<file path="src/gls_pkg.sv">
package gls_pkg;

  localparam int MAX_WIDTH    = 4096;
  localparam int COL_W        = $clog2(MAX_WIDTH);
  localparam int HEIGHT_LIMIT = 4096;
  localparam int ROW_SLOTS    = 4;
  localparam int SLOT_W       = $clog2(ROW_SLOTS);

  localparam logic [1:0] CFG_IMAGE_WIDTH  = 2'd0;
  localparam logic [1:0] CFG_IMAGE_HEIGHT = 2'd1;
  localparam logic [1:0] CFG_SHARPEN_GAIN = 2'd2;

  typedef logic [31:0]           pix_t;
  typedef logic [4:0][31:0]      col_t;
  typedef logic [4:0][4:0][31:0] win_t;

  // one emitted window reduced to deviation and centre per channel
  typedef struct packed {
    logic [3:0][13:0] dev;
    logic [3:0][7:0]  centre;
    logic             last;
    logic             fend;
  } kern_t;

  // corners + 2*ring - 4*cross - 12*centre for one 8-bit channel
  function automatic logic [13:0] kernel_dev(win_t w, logic [1:0] ch);
    logic [4:0]  sh;
    logic [10:0] corners;
    logic [11:0] ring;
    logic [9:0]  near;
    logic [7:0]  ctr;
    logic [13:0] pos;
    logic [13:0] neg;
    logic [15:0] d;
    sh      = {ch, 3'b000};
    corners = 11'(w[0][0][sh +: 8]) + 11'(w[0][4][sh +: 8]) +
              11'(w[4][0][sh +: 8]) + 11'(w[4][4][sh +: 8]);
    ring    = '0;
    for (int k = 1; k <= 3; k++) begin
      ring = ring + 12'(w[0][k][sh +: 8]) + 12'(w[4][k][sh +: 8]) +
             12'(w[k][0][sh +: 8]) + 12'(w[k][4][sh +: 8]);
    end
    near    = 10'(w[1][2][sh +: 8]) + 10'(w[3][2][sh +: 8]) +
              10'(w[2][1][sh +: 8]) + 10'(w[2][3][sh +: 8]);
    ctr     = w[2][2][sh +: 8];
    pos     = 14'(corners) + {1'b0, ring, 1'b0};
    neg     = {2'b00, near, 2'b00} + 14'(ctr) * 14'd12;
    d       = 16'(pos) - 16'(neg);
    return d[13:0];
  endfunction

endpackage

</file>
<file path="src/gls_out_if.sv">
interface gls_out_if;
  logic       valid;
  logic       ready;
  logic [7:0] out_red;
  logic [7:0] out_green;
  logic [7:0] out_blue;
  logic [7:0] out_alpha;
  logic       last_in_run;
  logic       frame_end;

  modport source (output valid, out_red, out_green, out_blue, out_alpha, last_in_run,
                  frame_end, input ready);
  modport sink (input valid, out_red, out_green, out_blue, out_alpha, last_in_run,
                frame_end, output ready);
endinterface

</file>
<file path="src/gls_scale.sv">
module gls_scale (
  input  logic          clk_i,
  input  logic          rst_ni,
  input  logic [17:0]   gain_i,
  input  logic          k_valid_i,
  output logic          k_ready_o,
  input  gls_pkg::kern_t k_i,
  gls_out_if.source     out_o
);

  logic                   p_v_q;
  logic signed [31:0]     prod_q [4];
  logic [3:0][7:0]        cen_q;
  logic                   last_q;
  logic                   fend_q;
  logic                   o_v_q;
  logic [3:0][7:0]        res_q;
  logic                   o_last_q;
  logic                   o_fend_q;
  logic [3:0][7:0]        res_d;
  logic                   o_free;

  assign o_free    = !o_v_q || out_o.ready;
  assign k_ready_o = !p_v_q || o_free;

  always_ff @(posedge clk_i or negedge rst_ni) begin
    if (!rst_ni) begin
      p_v_q <= 1'b0;
      o_v_q <= 1'b0;
    end else begin
      if (k_ready_o) p_v_q <= k_valid_i;
      if (o_free) o_v_q <= p_v_q;
    end
  end

  always_ff @(posedge clk_i) begin
    if (k_ready_o && k_valid_i) begin
      for (int c = 0; c < 4; c++) begin
        prod_q[c] <= 32'($signed(gain_i) * $signed(k_i.dev[c]));
      end
      cen_q  <= k_i.centre;
      last_q <= k_i.last;
      fend_q <= k_i.fend;
    end
    if (o_free && p_v_q) begin
      res_q    <= res_d;
      o_last_q <= last_q;
      o_fend_q <= fend_q;
    end
  end

  // centre*65536 - gain*dev, rounded half up, clamped to a byte
  always_comb begin
    logic signed [33:0] t;
    for (int c = 0; c < 4; c++) begin
      t = $signed({10'd0, cen_q[c], 16'h0000}) - $signed({{2{prod_q[c][31]}}, prod_q[c]}) +
          34'sd32768;
      if (t[33]) begin
        res_d[c] = 8'd0;
      end else if (|t[32:24]) begin
        res_d[c] = 8'd255;
      end else begin
        res_d[c] = t[23:16];
      end
    end
  end

  assign out_o.valid       = o_v_q;
  assign out_o.out_red     = res_q[0];
  assign out_o.out_green   = res_q[1];
  assign out_o.out_blue    = res_q[2];
  assign out_o.out_alpha   = res_q[3];
  assign out_o.last_in_run = o_last_q;
  assign out_o.frame_end   = o_fend_q;

endmodule

</file>
<file path="src/flat_wrapper.sv">
// flat-port wrapper written by rule: the top's interface ports become plain ports
module gls_scale_flat 
  (clk_i, rst_ni, gain_i, k_valid_i, k_ready_o, k_i, out_o_valid, out_o_out_red, out_o_out_green, out_o_out_blue, out_o_out_alpha, out_o_last_in_run, out_o_frame_end, out_o_ready);
  gls_out_if out_o_i ();
  input  logic clk_i;
  input  logic rst_ni;
  input  logic [17:0] gain_i;
  input  logic k_valid_i;
  output logic k_ready_o;
  input  gls_pkg::kern_t k_i;
  output wire logic [$bits(out_o_i.valid)-1:0] out_o_valid;
  output wire logic [$bits(out_o_i.out_red)-1:0] out_o_out_red;
  output wire logic [$bits(out_o_i.out_green)-1:0] out_o_out_green;
  output wire logic [$bits(out_o_i.out_blue)-1:0] out_o_out_blue;
  output wire logic [$bits(out_o_i.out_alpha)-1:0] out_o_out_alpha;
  output wire logic [$bits(out_o_i.last_in_run)-1:0] out_o_last_in_run;
  output wire logic [$bits(out_o_i.frame_end)-1:0] out_o_frame_end;
  input wire logic [$bits(out_o_i.ready)-1:0] out_o_ready;
  assign out_o_valid = out_o_i.valid;
  assign out_o_out_red = out_o_i.out_red;
  assign out_o_out_green = out_o_i.out_green;
  assign out_o_out_blue = out_o_i.out_blue;
  assign out_o_out_alpha = out_o_i.out_alpha;
  assign out_o_last_in_run = out_o_i.last_in_run;
  assign out_o_frame_end = out_o_i.frame_end;
  assign out_o_i.ready = out_o_ready;
  gls_scale u_core (.clk_i(clk_i), .rst_ni(rst_ni), .gain_i(gain_i), .k_valid_i(k_valid_i), .k_ready_o(k_ready_o), .k_i(k_i), .out_o(out_o_i));
endmodule
</file>
<file path="config.mk">
export PLATFORM = sky130hd
export DESIGN_NAME = gls_scale_flat
export DESIGN_NICKNAME = d
export VERILOG_FILES = /design/src/gls_pkg.sv /design/src/gls_out_if.sv /design/src/gls_scale.sv /design/src/flat_wrapper.sv
export SDC_FILE = /design/constraint.sdc
export NUM_CORES = 2
export LEC_CHECK = 0
export BUFFER_PORTS_ARGS = -buffer_cell sky130_fd_sc_hd__clkbuf_2
export CAP_MARGIN = 40
export CORE_AREA = 2 2 327 329
export DETAILED_ROUTE_END_ITERATION = 8
export DIE_AREA = 0 0 329 331
export GPL_TIMING_DRIVEN = 0
export MAX_ROUTING_LAYER = met4
export SYNTH_ARGS = -nofsm -noshare
export SYNTH_HDL_FRONTEND = slang
export SYNTH_SLANG_ARGS = --single-unit
</file>
<file path="constraint.sdc">
create_clock -name clk_i -period 5.6 [get_ports clk_i]
set_input_delay 0.84 -clock clk_i [delete_from_list [all_inputs] [get_ports clk_i]]
set_output_delay 0.84 -clock clk_i [all_outputs]
set_load 0.005 [all_outputs]
</file>
Yosys cells after proc, flatten, opt, wreduce, memory -nomap -nowiden
Memories as Yosys holds them, arrays and structs flattened.
Index checks and enable logic that the tools add are counted.
{"block": "word_totals", "ff_bits": 70, "mem_bits_rw": 128, "input_bits": 112, "out_inout_bits": 36, "elab_cells": 43, "memories": 1}
{"block": "op_classes", "add_sub_neg": 8, "multipliers": 4, "muxes": 6, "n_reduce_logical": 10}
{"name": "u_core.prod_q", "depth": 4, "width": 32, "rd": 4, "rd_ports_with_merged_regs": 0, "wr": 4, "line": "gls_scale.sv:12", "rtl": "logic signed [31:0] prod_q [4];"}
{"operator": "34-bit by 17-bit adder with 34-bit output (second input constant)", "count": 4}
{"operator": "25-bit by 32-bit subtractor with 33-bit output", "count": 4}
{"operator": "18-bit by 14-bit multiplier with 32-bit output", "count": 4}
{"operator": "9-bit OR reduction", "count": 4}
{"operator": "8-bit 2-to-1 mux", "count": 4}
{"operator": "1-bit logical AND", "count": 2}
{"operator": "1-bit zero test", "count": 2}
{"operator": "1-bit logical OR", "count": 2}
{"operator": "1-bit 2-to-1 mux", "count": 2}

Depth between registers and ports, before layout
{"block": "depth", "ltp_word": 6, "depth_mapped": 26, "ltp_nobuf": 24}

Worst setup path after synthesis
No wires, ideal clock.
{"block": "synth_timing", "path_kind": "input port to flip-flop", "startpoint": "in gain_i[7]", "endpoint": "mem u_core.prod_q[2][31], data pin", "setup_ns": 0.260, "arrival_time_ns": 6.751, "required_ns": 5.340, "path_slack_ns": -1.411, "cell_stages": 26, "path_buffers": 2, "cell_sequence": "clkbuf_1 > clkbuf_1 > and2_1 > fa_1 > inv_1 > fa_1 > inv_1 > fa_1 > inv_1 > fa_1 > inv_1 > fa_1 > inv_1 > fa_1 > inv_1 > ha_1 > o21ai_0 > a21oi_1 > a311oi_1 > o21a_1 > o41ai_1 > a41o_1 > a211oi_1 > o31ai_1 > a21oi_1 > xnor2_1"}
{"element": "start: declaration", "line": "flat_wrapper.sv:7", "rtl": "input logic [17:0] gain_i;"}
{"element": "end: declaration", "line": "gls_scale.sv:12"}

==> flow_summary.toml <==
[worst_setup_path]
worst_path_most_repeated_cell = "fa_1"
crit_required_ns = 5.88
critical-path-top-delay-family = "adder cells"
critPathArrivalTime_ns = 6.64
end_kind = "flop"
crit_type = "in -> reg"
critPathBufInv = 7
start_kind = "primary input"
max_stage_delay_ns = 0.54
cp_max_fo = 5
slowest_stage = "fa_1"

[floorplanning]
boundaryPins = 148
initial_core_util = 0.448
die-area_mm2 = 0.109
die_w_um = 329
die_h_um = 331
core_area_mm2 = 0.105
placementRows = 119

[clocking]
cts_max_path_buffers = 2
cts_tree = "done"
hold_buffers = 0
cts.sinks = 198
htree_levels = 4
cts_root_buffer = "clkbuf_16"
clkLatencyLatePin_ns = 0.53
clkTransAtPathRegs_ns = 0.08
cts_buffers = 17

[global_routing]
grt_pass1_wl_um = 218000
grt_antenna_before_repair = 20
grt_usage = 0.277
grt_pass1_vias = 37400
grt_max_degree = 66
grt.overflow.total = 0

[cells_and_area]
area_delta_synth_final_pct = 18.0
final_core_util = 0.529
finish.net_count = 6696
drive_gt1_frac = 0.165

[synthesis]
post_synth.cell_area_avg_um2 = 9.48
yosys-top-cells-area = "fa_1 41%, edfxtp_1 13%, inv_1 9.3%"
synth_nets = 6383
synth_cell_types = 91
yosysWarnings = 0
netlist.area_leader.share = 0.413
synth_most_common_cell = "inv_1"
ys_ff_latch = 198
ys_seq_area_frac = 0.126
synthFlopType = "edfxtp_1"
async_reset_ff_frac = 0.0101
synth_largest_area_cell = "fa_1"
synth_common_cells = "1,161 x inv_1, 972 x fa_1, 519 x and2_1"
synth-edff-count = 196
synthCells = 4963
syn_area_mm2 = 0.0471

[routing]
viasPerCell = 5.23
drtAntennaViolNets = 0
dr.pass1.iters = 5
via_count = 35000
routed_wl_um = 141000
drt_iter0_markers = 2395
routedWlPerCell_um = 21.0
drc = 0

[status]
violations = "setup timing"
status = "finished, violations left"

[worst_hold_path]
holdCritPathClass = "in -> async"

[sta]
finClkSkew_ns = 0.0121
fin_crit_ns = 6.36
maxSlewViolCount = 0
max_slew_margin = 0.448
hold_viol_final = 0
worst_pin_slew_ns = 0.822
rsz0062_at_grt = "yes"
layout_setup_ws_ns = -0.758
fin_crit_sh = 1.14
setup_viol = 67
timing.fmax_mhz = 157

[placement]
gp_congestion = 0.927
post-dp-hpwl_um = 113000
io_buffers = 105

[run]
cap_violations = 0
[registers in the layout (all words and copies together), names as in the netlist, 8 cells and up]
| signal | flops |
|---|---|
| u_core.out_o.out_alpha | 8 |
| u_core.cen_q | 32 |
| u_core.out_o.out_blue | 8 |
| u_core.prod_q | 128 |
| u_core.out_o.out_green | 8 |
| u_core.out_o.out_red | 8 |
[kinds of logic (layout without fill, tap and decap cells)]
family,after synthesis,count (layout),synth area share
xor+xnor,209,209,0.0392
other cells,0,15,0
mux,6,6,0.00130
flops,198,198,0.126
compound gates,429,429,0.0616
simple gates,1446,1446,0.159
buf+inv,1367,1693,0.110
fa+ha+maj,1308,1308,0.503
[path summary, 6_finish.rpt]
kind,startpoint,to,slack [ns],cells past startpoint
setup / recovery,gain_i[3],u_core.prod_q[1][31],-0.76,25
setup reg to reg,u_core.prod_q[3][5],u_core.out_o.out_alpha[3],1.40,12
hold / removal,rst_ni,u_core.out_o.valid,0.08,1
hold reg to reg,u_core.fend_q,u_core.out_o.frame_end,0.43,0
max in group asynchronous,rst_ni,u_core.p_v_q,5.43,1
min in group clk_i,u_core.fend_q,u_core.out_o.frame_end,0.43,0
[layer usage]
| layer | track usage | wire, µm | vias to the layer above |
|---|---|---|---|
| met4 | 0.113 | 6380 | 0 |
| met2 | 0.436 | 65700 | 1084 |
| met1 | 0.347 | 56800 | 17900 |
| met3 | 0.0595 | 11900 | 286 |
| li1 | - | - | 15700 |
| met5 | - | 0 | - |
[cell type report]
cell class,count,area [µm²]
Antenna cell,15,37.5
Timing Repair Buffer,296,2510
Clock buffer,17,425
Clock inverter,15,140
Fill cell,9656,49400
Multi-Input combinational cell,3398,37800
Buffer,204,2560
Tap cell,1391,1740
Inverter,1161,4370
Sequential cell,198,5940
[worst register-to-register path, cell delays in order (launching register included)]
cell and delay (ns):
edfxtp_1 0.39, nor4_1 0.45, nand4_1 0.33, nor2_1 0.21, xor2_1 0.16, ha_1 0.20
nand2_1 0.11, nor4_4 0.51, a41oi_1 0.24, nand2b_1 0.22, xor2_1 0.16, nor4_2 0.73
a31oi_1 0.20
[cell usage in the layout (no fill, tap or decap), types with 24 or more instances in the layout]
cell / count
a21o_1: 45
a21oi_1: 67
a21oi_2: 39
a31oi_1: 29
and2_1: 487
and2_4: 31
buf_4: 124
buf_6: 60
buf_8: 35
clkbuf_16: 48
clkbuf_2: 103
clkbuf_4: 24
clkbuf_8: 77
edfxtp_1: 196
fa_1: 955
ha_1: 281
ha_4: 44
inv_1: 1127
inv_2: 32
nand2_1: 485
nand2b_1: 44
nand3_1: 39
nor2_1: 119
nor3_1: 36
o21ai_0: 36
xnor2_1: 149
xor2_1: 53
[stage by stage]
stage | hold slack, ns | TNS [ns] | instances | cell area (µm²) | setup WS [ns]
finish | 0.0785 | -26.32 | 6695 | 55500 | -0.758
global placement | 0.401 | -442.93 | 6459 | 50700 | -2.46
detailed placement | 0.412 | -105.83 | 6491 | 51200 | -2.00
global route | 0.0583 | -37.08 | 6690 | 55500 | -0.961
CTS | 0.0411 | -22.30 | 6616 | 54100 | -0.829
floorplan | 0.400 | -27.54 | 4963 | 48400 | -0.932
[repair_timing]
| item | 4_1_cts | 5_1_grt |
|---|---|---|
| pin swaps | 110 | 151 |
| cloned | 3 | 0 |
| buffers inserted | 91 | 79 |
| gates resized for setup | 382 | 251 |
| setup endpoints to repair | 81 | 74 |
Power is left out: the tool's default activity adds up to more than one toggle a clock period on the data nets, which glitch-free logic cannot reach.
